## config.mk

```make
export PLATFORM = sky130hd
export DESIGN_NAME = tbma_div
export DESIGN_NICKNAME = d
export VERILOG_FILES = /design/src/hw/rtl/tbma_div.sv
export SDC_FILE = /design/constraint.sdc
export NUM_CORES = 1
export LEC_CHECK = 0
export BUFFER_PORTS_ARGS = -buffer_cell sky130_fd_sc_hd__buf_2
export CORE_MARGIN = 2
export CORE_UTILIZATION = 45
export DETAILED_ROUTE_END_ITERATION = 12
export PLACE_DENSITY = 0.66
export SYNTH_ARGS = -nofsm -noshare
export SYNTH_HDL_FRONTEND = slang
export SYNTH_SLANG_ARGS = --single-unit
```

## constraint.sdc

```tcl
create_clock -name clk -period 4.1 [get_ports clk]
set_clock_uncertainty 0.1 [all_clocks]
set_input_delay 0.205 -clock clk [delete_from_list [all_inputs] [get_ports clk]]
set_output_delay 0.205 -clock clk [all_outputs]
set_load 0.05 [all_outputs]
```

## src/hw/rtl/tbma_div.sv

```systemverilog
// Bit-serial restoring divider that returns the low bits of the quotient.
module tbma_div #(
  parameter int DVD_W = 48,
  parameter int DSR_W = 24,
  parameter int Q_W   = 25
) (
  input  logic             clk,
  input  logic             rst_n,
  input  logic             start,
  input  logic [DVD_W-1:0] dividend,
  input  logic [DSR_W-1:0] divisor,
  output logic             done,
  output logic [Q_W-1:0]   quotient
);

  localparam int CNT_W = $clog2(DVD_W + 1);

  logic             busy_r, busy_nxt;
  logic             done_r, done_nxt;
  logic [CNT_W-1:0] cnt_r, cnt_nxt;
  logic [DSR_W:0]   rem_r, rem_nxt;
  logic [DVD_W-1:0] dvd_r, dvd_nxt;
  logic [DSR_W-1:0] dsr_r, dsr_nxt;
  logic [Q_W-1:0]   q_r, q_nxt;
  logic [DSR_W:0]   shifted;
  logic [DSR_W:0]   diff;

  assign shifted = {rem_r[DSR_W-1:0], dvd_r[DVD_W-1]};
  assign diff    = shifted - {1'b0, dsr_r};

  always_comb begin
    busy_nxt = busy_r;
    done_nxt = 1'b0;
    cnt_nxt  = cnt_r;
    rem_nxt  = rem_r;
    dvd_nxt  = dvd_r;
    dsr_nxt  = dsr_r;
    q_nxt    = q_r;
    if (start) begin
      busy_nxt = 1'b1;
      cnt_nxt  = '0;
      rem_nxt  = '0;
      dvd_nxt  = dividend;
      dsr_nxt  = divisor;
      q_nxt    = '0;
    end else if (busy_r) begin
      // One quotient bit per cycle, most significant first.
      if (shifted >= {1'b0, dsr_r}) begin
        rem_nxt = diff;
        q_nxt   = {q_r[Q_W-2:0], 1'b1};
      end else begin
        rem_nxt = shifted;
        q_nxt   = {q_r[Q_W-2:0], 1'b0};
      end
      dvd_nxt = {dvd_r[DVD_W-2:0], 1'b0};
      cnt_nxt = cnt_r + 1'b1;
      if (cnt_r == CNT_W'(DVD_W - 1)) begin
        busy_nxt = 1'b0;
        done_nxt = 1'b1;
      end
    end
  end

  always_ff @(posedge clk) begin
    if (!rst_n) begin
      busy_r <= 1'b0;
      done_r <= 1'b0;
    end else begin
      busy_r <= busy_nxt;
      done_r <= done_nxt;
    end
  end

  always_ff @(posedge clk) begin
    cnt_r <= cnt_nxt;
    rem_r <= rem_nxt;
    dvd_r <= dvd_nxt;
    dsr_r <= dsr_nxt;
    q_r   <= q_nxt;
  end

  assign done     = done_r;
  assign quotient = q_r;

endmodule

```

# ---- Yosys cells after proc, flatten, opt, wreduce, memory -nomap -nowiden
# Cells that the tools add are included.
dict set report word_totals {
  regBits 129
  in_bits 75
  out_inout_bits 26
  wordCells 23
}
dict set report classes {
  n_addsub 2
  order_cmp 1
  eq_ne 1
  n_mux 8
  bitwise_logic 2
  n_reduce_logical 2
}
# cell n
set ops {}
lappend ops {{$mux 48} 2}
lappend ops {{$ge 25x24->1} 1}
lappend ops {{$mux 24} 1}
lappend ops {{$sub 24x24->24} 1}
lappend ops {{$add 6x1->6 const B} 1}
lappend ops {{$eq 6x6->1 const B} 1}
lappend ops {{$mux 1} 5}
lappend ops {{$reduce_or 3->1} 1}
lappend ops {{$not 1->1} 2}
lappend ops {{$reduce_bool 2->1} 1}

# ---- Depth between registers and ports, before layout
dict set report depth {
  ltp_word 4
  mapped_depth 12
  ltp_nobuf 11
}

# ---- Least setup slack after synthesis
# Ideal clock, no wire load.
dict set report synth_path {
  kind {flip-flop to flip-flop}
  start {register dsr_r[1]}
  end {register rem_r[14]}
  setup_ns 0.091
  arrival_ns 2.285
  required_time_ns 3.909
  path_slack_ns 1.624
  path_stages_with_launch 11
  path_buffers 0
  path_cell_list {edfxtp_1 > inv_1 > ha_1 > nor2b_1 > o21bai_4 > a311oi_4 > o211ai_2 > nand3_2 > a31oi_4 > or3_1 > a311oi_1}
}
dict set report synth_between {
  elab_chain_len 2
  elab_cells_between_ends 3
}
# element line
set synth_rtl {}
lappend synth_rtl {{start, declared} 23} ;# logic [DSR_W-1:0] dsr_r, dsr_nxt;
lappend synth_rtl {{start signal, assigned} 78} ;# dsr_r <= dsr_nxt;
lappend synth_rtl {{$sub 24x24->24 or $ge 25x24->1 (tied branches)} {29, 48}}
lappend synth_rtl {{$mux 24 (*)} 48} ;# if (shifted >= {1'b0, dsr_r}) begin
lappend synth_rtl {{end signal, assigned} 76} ;# rem_r <= rem_nxt;
lappend synth_rtl {{end, declared} 21} ;# logic [DSR_W:0] rem_r, rem_nxt;
# Mark *: on every way between the ends. The rest lies on a longest branch, timed or not.
# A chain may end at the register's enable or synchronous reset.

# ---- Worst setup path in the final report
dict set report layout_path {
  start {register dsr_r[14]}
  end {register rem_r[0]}
}
dict set report layout_between {
  elab_chain_len 2
}
# element line
set layout_rtl {}
lappend layout_rtl {{$ge 25x24->1} 48}
lappend layout_rtl {{$mux 24} 48}
# Every way passes these cells.

==> impl_metrics.toml <==
[status]
status = "complete, no violations"

[final_layout]
fillers = 1138
multi_input_area_um2 = 2803
diodes = 0
layout_commonest_cell = "buf_2"
fin_nets = 842
synthToLayoutAreaGrowth_pct = 30.83
layout-drive-gt1-share = 0.2533
seq_area_um2 = 3304
final_cell_mix = "buf_2, nor2_1, dlygate4sd3_1"
fin_cells = 934

[worst_setup_path]
crit_path_max_fanout = 24
cp_cell_sequence = "inv_1, ha_1, a21o_1, a21oi_1, o21bai_1, o21ai_0, nand3_2, a31oi_4, mux2_2, a211oi_1"
start_kind = "flop"
required_ns = 4.32
critPathSlowestCell = "a31oi_4"
end_kind = "flop"
rrSetupSlack_ns = 0.91
reg2reg_depth = 10
cpPeakStageDelay_ns = 0.68
timing.rr.end = "rem_r[0]$_SDFFE_PP0P_"
crit_family = "compound AO/OA/AOI/OAI gates"
worstPathArrival_ns = 3.41
worstReg2RegStart = "dsr_r[14]$_DFFE_PP_"
cp_num_buf_inv = 1
crit_type = "flop to flop"

[routing]
vias = 4820
first_pass_iters = 7
wire_per_inst_um = 14.57
ant_nets = 0
route.detailed.drc = 0
finalWirelength_um = 13610
initialDrtViolationCount = 210
vias_per_cell = 5.161

[global_routing]
antenna_found_initial = 0
grt_pass1_vias = 4850
grt_overflow = 0
grt_usage = 0.1927
grt_pass1_wl_um = 22570
grt_max_degree = 80

[sta]
fmax_mhz = 313.1
setup_viol_count_final = 0
fin_crit_sh = 0.7791
timing.setup.tns_ns = 0
worst_slew_pin_slew_ns = 1.126
rsz0062_at_grt = "no"
finalMaxSlewViolations = 0
period_minus_slack_ns = 3.194
fin_ws_ns = 0.9056
relSlewSlack = 0.2492
hold_viol = 0

[clocking]
cts_tree = "built"
insertion_delay_ns = 0.42
clkTransAtPathRegs_ns = 0.06
cts_buffer_depth = 2
htreeDepth = 4
cts-root-buf = "clkbuf_16"
cts.repair.resized = 0
numCtsBuffers = 17
cts_sinks = 129

[logic_synthesis]
synth-xor-area-share = 0.02487
yosys.area_share.simple = 0.1143
synth-main-ff-cell = "edfxtp_1"
synth_top_family_by_area = "multiplexers"
synth_compound_area_frac = 0.1226
synth_mux_area_frac = 0.1279
synthDistinctLibCells = 56
ys_seq_elements = 129
synth_top_area_cell = "edfxtp_1"
async_flop_share = 0
synth_edf_count = 72
synth.area.top_cells = "edfxtp_1, dfxtp_1, mux2_2, ha_1, nor2_1"
synthAdderAreaFrac = 0.05250
synth_area_per_cell_um2 = 11.05
netlist_area_um2 = 6340
ys_seq_area_frac = 0.5210
synth.net_count = 675
syn_inst = 574
ys_warn_count = 0
yosysTopAreaCellShare = 0.3410

[floorplan]
num_rows = 43
die_area_um2 = 15050
io_pins = 101
coreArea_um2 = 13830
initial_core_util = 0.4585
dieWidth_um = 122.7
die_h_um = 122.7

[power_and_ir_drop]
p_leak_nw = 3.482
ir_worst_vdd_mv = 0.4034
p_per_area_nw_per_um2 = 432.1

[placement]
place_congestion = 0.8707
dp.cells = 829
io_buffers = 100
pre_cts_slack_ns = 0.8807
post-dp-hpwl_um = 8392

[worst_hold_path]
holdPathStages = 2
hold_path.class = "primary input to flop"
hold_end = "cnt_r[2]$_SDFFE_PP0P_"
min_from = "start"

[run]
maxCapViolCount = 0
==> synth_stat cells, types with 3 or more instances <==
cell type  count
o21a_1         6
nand3_1        6
xnor2_1       10
mux2i_1       27
o211ai_1       4
nor3_1         3
ha_1          25
o21ai_0       10
nand4_1        5
clkbuf_1      17
nand2b_1       6
a211oi_1       7
dfxtp_1       57
xor2_1         8
a21o_1         8
a21oi_1       22
and2_1         3
inv_1         33
o31ai_1        3
buf_1          5
nand2_1       48
mux2_2        48
buf_2          4
nor2b_1        3
or3_1          4
nor2_1        76
edfxtp_1      72
a311oi_1      19
==> area by class of cell <==
cell class | count | share of cell area
Sequential cell | 129 | 0.3984
Multi-Input combinational cell | 385 | 0.3379
Timing Repair Buffer | 175 | 0.1521
Clock buffer | 22 | 0.06125
Tap cell | 180 | 0.02715
Inverter | 33 | 0.01493
Clock inverter | 10 | 0.008297
==> routing by layer <==
metal  share of wire  vias to the layer above  track usage
met3           0.057                       20      0.07435
met4           0.015                        0      0.06897
met5               0                        -            0
met1            0.45                     2270       0.2332
met2            0.48                      108       0.3122
li1                -                     2422            -
==> sequential cells by signal (all words and copies together), names as in the netlist <==
name	flops
dsr_r	24
busy_r	1
quotient	25
dvd_r	48
rem_r	24
done	1
cnt_r	6
==> cells by family after synthesis <==
group	after synthesis
AO/OA/AOI/OAI	101
XOR/XNOR	18
adder cells (fa/ha/maj)	26
buffers and inverters	60
flip-flops	129
multiplexers	75
AND/OR/NAND/NOR	165
==> worst max-delay path by stage <==
stage                              startpoint                      to  slack (ns)  cells past startpoint
after detailed placement  dsr_r[10]$_DFFE_PP_   rem_r[0]$_SDFFE_PP0P_        0.88                     10
after global routing      dsr_r[14]$_DFFE_PP_   rem_r[0]$_SDFFE_PP0P_        0.64                     10
after floorplan            dsr_r[1]$_DFFE_PP_  rem_r[14]$_SDFFE_PP0P_        1.62                     10
after CTS                 dsr_r[10]$_DFFE_PP_   rem_r[0]$_SDFFE_PP0P_        0.87                     10
after global placement    dsr_r[10]$_DFFE_PP_   rem_r[0]$_SDFFE_PP0P_        1.05                     10
final                     dsr_r[14]$_DFFE_PP_   rem_r[0]$_SDFFE_PP0P_        0.91                     10
==> worst register-to-register path, stage by stage, from the launching register on <==
cell      delay (ns)
edfxtp_1        0.32
inv_1           0.04
ha_1            0.35
a21o_1          0.22
a21oi_1         0.14
o21bai_1        0.10
o21ai_0         0.30
nand3_2         0.18
a31oi_4         0.68
mux2_2          0.41
a211oi_1        0.27
==> report_power, final <==
part           switching, mW  internal (mW)  leakage [nW]
clock network          0.573          0.884         0.291
registers             0.0414           1.48          1.18
logic                  0.323          0.284          2.01
==> per-stage QoR <==
stage | power, mW | instance area (µm²) | hold slack [ns] | utilization
5_1_grt | 3.754 | 8294 | 0.2432 | 0.5999
6_report | 3.584 | 8294 | 0.2177 | 0.5999
4_1_cts | 3.620 | 8294 | 0.2158 | 0.5999
3_3_place_gp | 2.078 | 6987 | 0.2835 | 0.5053
3_5_place_dp | 2.092 | 6987 | 0.2834 | 0.5053
2_1_floorplan | 1.961 | 6340 | 0.2039 | -
==> timing repair <==
action / 4_1_cts / 5_1_grt
hold buffers: 73 / 0
buffers inserted: 0 / 0
hold endpoints to repair: 74 / 0
(Power assumes the default switching activity.)
