--- src/hw/rtl/tbma_ram.sv ---
// Generic simple dual-port RAM with one write port and a registered read port.
module tbma_ram #(
  parameter int WIDTH = 8,
  parameter int DEPTH = 16
) (
  input  logic                                   clk,
  input  logic                                   we,
  input  logic [(DEPTH > 1 ? $clog2(DEPTH) : 1)-1:0] waddr,
  input  logic [WIDTH-1:0]                       wdata,
  input  logic [(DEPTH > 1 ? $clog2(DEPTH) : 1)-1:0] raddr,
  output logic [WIDTH-1:0]                       rdata
);

  logic [WIDTH-1:0] mem [DEPTH];

  always_ff @(posedge clk) begin
    if (we) begin
      mem[waddr] <= wdata;
    end
    rdata <= mem[raddr];
  end

endmodule

--- config.mk ---
export PLATFORM = sky130hd
export DESIGN_NAME = tbma_ram
export DESIGN_NICKNAME = d
export VERILOG_FILES = /design/src/hw/rtl/tbma_ram.sv
export SDC_FILE = /design/constraint.sdc
export NUM_CORES = 1
export LEC_CHECK = 0
export ABC_AREA = 1
export BUFFER_PORTS_ARGS = -buffer_cell sky130_fd_sc_hd__buf_4
export CORE_ASPECT_RATIO = 0.75
export CORE_MARGIN = 2
export CORE_UTILIZATION = 30
export DETAILED_ROUTE_END_ITERATION = 16
export HOLD_SLACK_MARGIN = 0.05
export PLACE_DENSITY = 0.43
export SYNTH_ARGS = -nofsm -noshare
export SYNTH_HDL_FRONTEND = slang
export SYNTH_SLANG_ARGS = --single-unit
--- constraint.sdc ---
create_clock -name clk -period 1.2 [get_ports clk]
set_input_delay 0.12 -clock clk [delete_from_list [all_inputs] [get_ports clk]]
set_output_delay 0.12 -clock clk [all_outputs]
set_load 0.1 [all_outputs]
# --- Yosys cells after proc, flatten, opt, wreduce, memory -nomap -nowiden ---
# Memories as Yosys holds them, arrays and structs flattened. A register that Yosys moved wholly into a read port is not among the register bits.
# Index checks and enable logic that the tools add are counted.
classes:
  n_mux: 2
ops:
  columns: ["operator", "count"]
  rows:
  - ["1-bit 2-to-1 mux", 2]
word_totals:
  regBits: 0
  mem_bits_rw: 128
  input_bits: 18
  wordCells: 3
  n_memories: 1
memory_table:
  columns: ["memory", "depth", "word_bits", "rd", "rd_clocked_by_memory_dff", "write_ports", "line", "source"]
  rows:
  - ["mem", 16, 8, 1, 1, 1, "14", "logic [WIDTH-1:0] mem [DEPTH];"]

# --- Depth between registers and ports, before layout ---
# Gate-level depths: netlist (run 1).
depth:
  ltp_word: 2
  depth_mapped: 8
  ltp_nobuf: 7

# --- Worst setup path before layout (run 1) ---
# OpenSTA, ideal clock, no wires.
synth_timing:
  path_kind: "input-to-reg"
  startpoint: "input waddr[2] in the netlist's numbering"
  endpoint: "memory mem[10][0] (enable)"
  setup_time_ps: 370
  t_arrival_ps: 701
  path_slack_ps: 129
  path_stages: 2
  path_buffers: 0
  cell_sequence: "nand3b_1 nor2_1"
synth_rtl:
  columns: ["item", "line", "source"]
  rows:
  - ["from (decl)", "8", "input logic [(DEPTH > 1 ? $clog2(DEPTH) : 1)-1:0] waddr,"]
  - ["to (decl)", "14", null]
# No word-level cell before the write port.

# --- Worst setup path in the final report (run 1) ---
layout_timing:
  startpoint: "register rdata[5] (read register of mem)"
  endpoint: "output rdata[5]"
layout_rtl:
  columns: ["item", "line", "source"]
  rows:
  - ["from (decl)", "11", "output logic [WIDTH-1:0] rdata"]
# No word-level cell between the ends.

==> impl_metrics.json, run 1 <==
{
  "outcome": "complete, no violations",
  "cp.arrival_ns": 1.08,
  "setup_viol": 0,
  "syn2layout_area_growth_pct": 22.5,
  "final_antenna_net_count": 0,
  "hold_path.class": "in -> reg",
  "slew_headroom_pct": 77.3,
  "drtIter0Drc": 274,
  "max_stage_delay_ns": 0.45,
  "tightest_slew_ns": 0.340,
  "rows": 43,
  "dp_hpwl_um": 9640,
  "ir_drop_uv": 794,
  "antenna_found_initial": 0,
  "seq_area_um2": 4010,
  "synth.cell_area_um2": 5770,
  "clkSinkCount": 136,
  "numCtsBuffers": 17,
  "layout_setup_ws_ns": 0.00274,
  "cap_violations": 0,
  "leakage_nw": 3.03,
  "rrSetupSlack_ns": 0.20,
  "fillers": 1830,
  "routed_wl_um": 14800,
  "start_util_pct": 30.9,
  "via_per_inst": 4.43,
  "fin_setup_tns_ns": 0,
  "die_h_um": 124,
  "crit_type": "reg -> out",
  "layout_worst_path_cycle_share_pct": 99.8,
  "io-pin-count": 26,
  "clk_latency_ns": 0.42,
  "worst-path-buf-inv": 1,
  "min_period_ns": 1.20,
  "fin_hold_ws_ns": 0.0583,
  "final_cells": 867,
  "die_x_um": 164,
  "finalNetCount": 624,
  "first_pass_iters": 5,
  "cts_root_buf": "clkbuf_16",
  "synth_nets": 569,
  "crit_required_ns": 1.08,
  "dp.cells": 831,
  "rsz0062_at_grt": "false",
  "gr-total-overflow": 0,
  "crit_family": "flip-flops",
  "slew_violations": 0,
  "grt_use_total_pct": 15.8,
  "drive_gt1_share_pct": 13.6,
  "grt_max_degree": 48,
  "ys_types": 12,
  "grt_pass1_vias": 3735,
  "crit_slowest_cell": "dfxtp_1",
  "cts.path.max_buffers": 2,
  "synth_seq_area_share_pct": 69.4,
  "power_density_nw_per_um2": 1610,
  "ys_ff_latch": 136,
  "cts-htree-levels": 4,
  "core_area_um2": 18700,
  "endpoint_kind": "output pin",
  "synth_warnings": 0,
  "skew_ns": 0.00532,
  "vias": 3842,
  "clk_pin_slew_ns": 0.06,
  "final_util_pct": 37.8,
  "netlist_instances": 551,
  "cts_tree": "done",
  "start_kind": "flop",
  "dp_slack_ns": -0.000327,
  "portBuffers": 25,
  "wire_per_inst_um": 17.1,
  "drc": 0,
  "path_max_fanout": 1,
  "crit_path_cell_trace": "buf_12",
  "hold_viol": 0,
  "grt_pass1_wl_um": 22700,
  "place_congestion": 0.788,
  "synth.avg_cell_area_um2": 10.5,
  "fmaxAchievable_mhz": 835,
  "multi_input_area_um2": 1210,
  "die-area_um2": 20400
}
==> through the flow <==
stage          instance area [µm²]  power (mW)
2_1_floorplan                 5770        6.03
3_3_place_gp                  6410        6.43
3_5_place_dp                  6410        6.43
4_1_cts                       7040        11.5
5_1_grt                       7060        11.8
6_report                      7060        11.4
==> cell families (layout without fill, tap and decap cells) <==
| group | count (synthesis) | count (layout) | share of synthesized area, % |
|---|---|---|---|
| other cells | 0 | 1 | 0 |
| flops | 136 | 136 | 69.4 |
| simple gates | 289 | 289 | 21.0 |
| buf+inv | 126 | 194 | 9.52 |
==> cells in the mapped netlist <==
library cell    n  area [µm²]
nor2_1         17        63.8
inv_1         100         375
inv_2           2        7.51
buf_2          13        65.1
dfxtp_1         8         160
nand3_1        97         485
nand2_1       173         649
nand3b_1        2        15.0
edfxtp_1      128        3840
buf_1           1        3.75
buf_4           4        30.0
buf_6           6        67.6
==> where the power goes <==
group	internal, mW	total [mW]	leakage (nW)	switching, mW
Combinational	0.317	1.01	1.54	0.694
Clock	3.16	5.00	0.271	1.84
Sequential	5.31	5.37	1.22	0.0538
Total	8.80	11.4	3.03	2.59
==> registers in the layout (all words and copies together) (netlist names) <==
name,cells
mem,128
rdata,8
==> path summary, 6_finish.rpt <==
| kind | from | cells past startpoint | end |
|---|---|---|---|
| worst max-delay path | rdata[5] | 1 | rdata[5] |
| worst min-delay path | wdata[3] | 1 | mem[8][3] |
| worst max register to register | mem[7][6] | 6 | rdata[6] |
| worst min register to register | mem[10][2] | 6 | rdata[2] |
==> metal layers <==
metal | up-vias | global-route usage (%) | wire, µm
li1 | 1883 | - | -
met1 | 1850 | 23.6 | 7800
met2 | 95 | 22.3 | 6110
met3 | 14 | 3.93 | 727
met4 | 0 | 4.77 | 159
met5 | - | 0 | 0
==> what timing repair did <==
action	in CTS	in global routing
endpoints found under the setup margin	4	5
buffers inserted	0	0
resized for setup	11	5
hold buffers	3	0
endpoints found under the hold margin	34	0
==> cells in the final DEF (no fill, tap or decap), drive strengths merged <==
master / instances
nand2: 173
edfxtp: 128
inv: 102
nand3: 97
buf: 57
clkbuf: 28
nor2: 17
dfxtp: 8
dlygate4sd3: 3
nand3b: 2
clkinv: 2
bufinv: 2
diode: 1
==> layout make-up <==
class | count | share of cell area (%)
tap | 247 | 4.38
timing repair buffer | 60 | 8.36
clock buffer | 28 | 6.89
sequential | 136 | 56.7
multi-input combinational | 289 | 17.2
inverter | 102 | 5.42
clock inverter | 4 | 0.992
antenna | 1 | 0.0354
(Power assumes the default switching activity.)
==> run 2, diff against run 1 <==
--- a/config.mk
+++ b/config.mk
@@ -12,6 +12,7 @@
 export CORE_UTILIZATION = 30
 export DETAILED_ROUTE_END_ITERATION = 16
 export HOLD_SLACK_MARGIN = 0.05
+export MAX_ROUTING_LAYER = met4
 export PLACE_DENSITY = 0.43
 export SYNTH_ARGS = -nofsm -noshare
 export SYNTH_HDL_FRONTEND = slang
==> run 2 against run 1 <==
  * Combinational power hardly changed
  * Flip-flop and latch count did not move
  * Via count grew 0.47%
  * Critical path type unchanged
  * Highest routed layer unchanged
==> impl_metrics.json, run 2 (synthesized netlist as in run 1, its figures left out) <==
{
  "drtIter0Drc": 273,
  "via_per_inst": 4.45,
  "max_stage_delay_ns": 0.43,
  "io-pin-count": 26,
  "multi_input_area_um2": 1210,
  "clk_latency_ns": 0.42,
  "syn2layout_area_growth_pct": 22.5,
  "rr_startpoint": "mem[7][6]",
  "whs_path_depth": 1,
  "p_total_mw": 11.4,
  "outcome": "complete, no violations",
  "final_cell_mix": "nand2_1 (173), edfxtp_1 (128), inv_1 (100)",
  "path_max_fanout": 1,
  "core_area_um2": 18700,
  "layout_setup_ws_ns": 0.0228,
  "leakage_nw": 3.03,
  "final_antenna_net_count": 0,
  "rrSetupSlack_ns": 0.20,
  "p_switching_mw": 2.59,
  "rows": 43,
  "seqPwrFrac_pct": 47.2,
  "vias": 3860,
  "clkSinkCount": 136,
  "place_congestion": 0.799,
  "crit_type": "reg -> out",
  "cts_setup_buffers": 0,
  "fillers": 1830,
  "dp.cells": 831,
  "cts_tree": "done",
  "layout_worst_path_cycle_share_pct": 98.1,
  "holdPathEnd": "mem[8][3]",
  "die-area_um2": 20400,
  "largest_reg_flops": 128,
  "start_util_pct": 30.9,
  "top_regs": "mem (128), rdata (8)",
  "drc": 0,
  "rsz0062_at_grt": "false",
  "worst-path-buf-inv": 1,
  "cts_root_buf": "clkbuf_16",
  "grt_use_total_pct": 16.2,
  "skew_ns": 0.00607,
  "hold_start": "wdata[3]",
  "crit_family": "flip-flops",
  "cap_violations": 0,
  "grt_max_degree": 48,
  "crit_path_cell_trace": "buf_12",
  "numCtsBuffers": 17,
  "fin_hold_ws_ns": 0.0571,
  "regMostFlops": "mem",
  "seq_area_um2": 4010,
  "slew_headroom_pct": 77.1,
  "die_x_um": 164,
  "final_util_pct": 37.8,
  "fmaxAchievable_mhz": 849,
  "power_density_nw_per_um2": 1610,
  "final_area_um2": 7060,
  "portBuffers": 25,
  "setup_viol": 0,
  "reg2regPathDepth": 6,
  "endpoint_kind": "output pin",
  "p_int_mw": 8.80,
  "grt_pass1_vias": 3737,
  "gr-total-overflow": 0,
  "crit_slowest_cell": "dfxtp_1",
  "grt_pass1_wl_um": 22700,
  "tightest_slew_ns": 0.343,
  "dp_hpwl_um": 9640,
  "start_kind": "flop",
  "first_pass_iters": 4,
  "min_period_ns": 1.18,
  "ir_drop_uv": 800,
  "drive_gt1_share_pct": 13.7,
  "dp_slack_ns": -0.000327,
  "hold_viol": 0,
  "antenna_found_initial": 0,
  "clkPwrFrac_pct": 43.9,
  "die_h_um": 124,
  "clk_pin_slew_ns": 0.06,
  "swShare_pct": 22.7,
  "p_comb_share_pct": 8.9,
  "cts-htree-levels": 4,
  "cp.arrival_ns": 1.06,
  "hold_path.class": "in -> reg",
  "routed_wl_um": 14800,
  "slew_violations": 0,
  "finalNetCount": 624,
  "placed_cell_area_um2": 6410,
  "crit_required_ns": 1.08,
  "cts.path.max_buffers": 2,
  "wire_per_inst_um": 17.0,
  "timing.rr.end": "rdata[6]",
  "fin_setup_tns_ns": 0,
  "final_common_cell": "nand2_1",
  "final_cells": 867
}
-- run 2: cell count changes in the layout (fill, tap and decap cells not counted) --
cell     change
dfxtp_1      -1
dfxtp_2      +1
-- run 2: what timing repair did --
item,4_1_cts,5_1_grt
pin swaps,0,0
resized for setup,11,6
setup endpoints to repair,4,5
hold endpoints to repair,34,0
hold buffers,3,0
-- run 2: per-layer routing --
layer	share of wire [%]	global-route usage, %
met1	53	23.5
met4	1.1	4.77
met2	42	22.3
met3	4.4	4.03
met5	0	-
-- run 2: worst max-delay path by stage --
stage	endpoint	start	depth (start not counted)
floorplan	mem[10][0]	waddr[2]	2
global placement	rdata[3]	raddr[0]	9
detailed placement	rdata[3]	raddr[0]	9
CTS	rdata[5]	rdata[5]	1
global route	rdata[0]	rdata[0]	1
finish	rdata[0]	rdata[0]	1
-- run 2: power by group through the flow --
stage          Sequential, mW  Clock, mW  Combinational, mW
2_1_floorplan            5.66          0              0.375
3_3_place_gp             5.46          0              0.970
3_5_place_dp             5.46          0              0.971
4_1_cts                  5.37       5.10               1.01
5_1_grt                  5.38       5.33               1.09
6_report                 5.37       5.00               1.01
-- run 2: cell type report --
cell class | count | area share, %
clock inverters | 4 | 0.992
multi-input cells | 289 | 17.2
diodes | 1 | 0.0354
well taps | 247 | 4.38
flip-flops and latches | 136 | 56.7
clock buffers | 28 | 6.89
inverters | 102 | 5.42
repair buffers | 60 | 8.36
==> run 3, diff against run 2 <==
--- a/config.mk
+++ b/config.mk
@@ -7,11 +7,9 @@
 export LEC_CHECK = 0
 export ABC_AREA = 1
 export BUFFER_PORTS_ARGS = -buffer_cell sky130_fd_sc_hd__buf_4
-export CORE_ASPECT_RATIO = 0.75
 export CORE_MARGIN = 2
 export CORE_UTILIZATION = 30
 export DETAILED_ROUTE_END_ITERATION = 16
-export HOLD_SLACK_MARGIN = 0.05
 export MAX_ROUTING_LAYER = met4
 export PLACE_DENSITY = 0.43
 export SYNTH_ARGS = -nofsm -noshare
==> run 3 against run 2 <==
  * Setup slack gained 0.039 ns
  * Die area is essentially flat
  * Flip-flop and latch count is the same
  * Sequential share of layout area grew 0.44 points
  * Fmax grew 3.4%
  * Worst hold slack lost 0.014 ns
  * Combinational power shrank 5%
  * Register-to-register slack lost 0.04 ns
  * Power shrank 0.28%
  * Non-clock buffer count is the same
  * First-iteration DRC count shrank 9.2%
  * Wire length shrank 5.7%
==> impl_metrics.json, run 3 (synthesized netlist as in run 1, its figures left out) <==
{
  "slew_headroom_pct": 80.0,
  "portBuffers": 25,
  "first_pass_iters": 5,
  "drc": 0,
  "layout_worst_path_cycle_share_pct": 94.9,
  "grt_pass1_wl_um": 21800,
  "routed_wl_um": 13900,
  "tightest_slew_ns": 0.299,
  "endpoint_kind": "output pin",
  "crit_family": "flip-flops",
  "core_area_um2": 18800,
  "cts_tree": "done",
  "vias": 3776,
  "finalNetCount": 624,
  "grt_pass1_vias": 3799,
  "placed_cell_area_um2": 6420,
  "dp.cells": 821,
  "clk_latency_ns": 0.42,
  "rsz0062_at_grt": "false",
  "fmaxAchievable_mhz": 878,
  "start_util_pct": 30.7,
  "min_period_ns": 1.14,
  "regMostFlops": "mem",
  "numCtsBuffers": 17,
  "cp.arrival_ns": 1.02,
  "outcome": "complete, no violations",
  "max_stage_delay_ns": 0.36,
  "hold_path.class": "in -> reg",
  "grt_max_degree": 37,
  "gr-total-overflow": 0,
  "cts.path.max_buffers": 2,
  "setup_viol": 0,
  "ir_drop_uv": 1060,
  "grt_use_total_pct": 15.2,
  "cap_violations": 0,
  "final_antenna_net_count": 0,
  "die_h_um": 143,
  "via_per_inst": 4.43,
  "final_area_um2": 7000,
  "final_cell_mix": "nand2_1 (173), edfxtp_1 (128), inv_1 (100)",
  "slew_violations": 0,
  "wire_per_inst_um": 16.3,
  "whs_path_depth": 1,
  "die_x_um": 143,
  "reg2regPathDepth": 6,
  "fillers": 1869,
  "worst-path-buf-inv": 1,
  "top_regs": "mem (128), rdata (8)",
  "power_density_nw_per_um2": 1620,
  "crit_required_ns": 1.08,
  "final_cells": 852,
  "skew_ns": 0.0119,
  "hold_viol": 0,
  "rows": 50,
  "clk_pin_slew_ns": 0.06,
  "io-pin-count": 26,
  "syn2layout_area_growth_pct": 21.5,
  "antenna_found_initial": 0,
  "drtIter0Drc": 248,
  "crit_slowest_cell": "dfxtp_1",
  "path_max_fanout": 1,
  "p_total_mw": 11.4,
  "fin_hold_ws_ns": 0.0434,
  "largest_reg_flops": 128,
  "die-area_um2": 20300,
  "cts_root_buf": "clkbuf_16",
  "crit_path_cell_trace": "buf_6",
  "cts_setup_buffers": 0,
  "start_kind": "flop",
  "clkSinkCount": 136,
  "dp_hpwl_um": 9140,
  "crit_type": "reg -> out",
  "drive_gt1_share_pct": 14.6,
  "final_common_cell": "nand2_1",
  "crit_cells": 1,
  "leakage_nw": 3.03,
  "cts-htree-levels": 4,
  "place_congestion": 0.783,
  "diodes": 0
}
[run 3: changes by cell type in the layout (fill, tap and decap cells not counted), moves of 2 or more]
cell,change
buf_4,+7
clkbuf_8,-2
clkbuf_1,-6
buf_12,-3
dlygate4sd3_1,-3
clkinv_2,+4
dfxtp_1,+2
dfxtp_2,-2
[run 3: where the power goes]
group,internal [mW],switching (mW)
logic,0.276,0.681
registers,5.31,0.0362
clock network,3.22,1.83
[run 3: layout make-up]
type	instances	area [µm²]	share of cell area, %
Sequential cell	136	4010	57.2
Multi-Input combinational cell	289	1210	17.3
Timing Repair Buffer	60	542	7.73
Clock buffer	20	437	6.23
Inverter	102	383	5.47
Tap cell	234	293	4.18
Clock inverter	11	131	1.88
[run 3: through the flow]
step	setup TNS, ns	worst slack (ns)	util [%]
2_1_floorplan	0	0.129	-
3_3_place_gp	-0.168	-0.0214	34.2
3_5_place_dp	-0.186	-0.0262	34.2
4_1_cts	0	0.0310	37.3
5_1_grt	0	0.0257	37.3
6_report	0	0.0616	37.3
[run 3: worst paths after layout]
check,from,end,slack (ns)
max,rdata[5],rdata[5],0.06
min,wdata[4],mem[3][4],0.04
max reg2reg,mem[1][6],rdata[6],0.16
min reg2reg,mem[12][1],rdata[1],0.66
[run 3: timing repair]
| action | 4_1_cts | 5_1_grt |
|---|---|---|
| setup endpoints to repair | 2 | 0 |
| hold buffers | 0 | 0 |
| resized for setup | 5 | 0 |
[run 3: metal layers]
metal	global-route usage, %	part of all wire [%]
met5	-	0
met1	19.7	47
met4	5.32	1.5
met3	2.92	3.8
met2	23.9	47
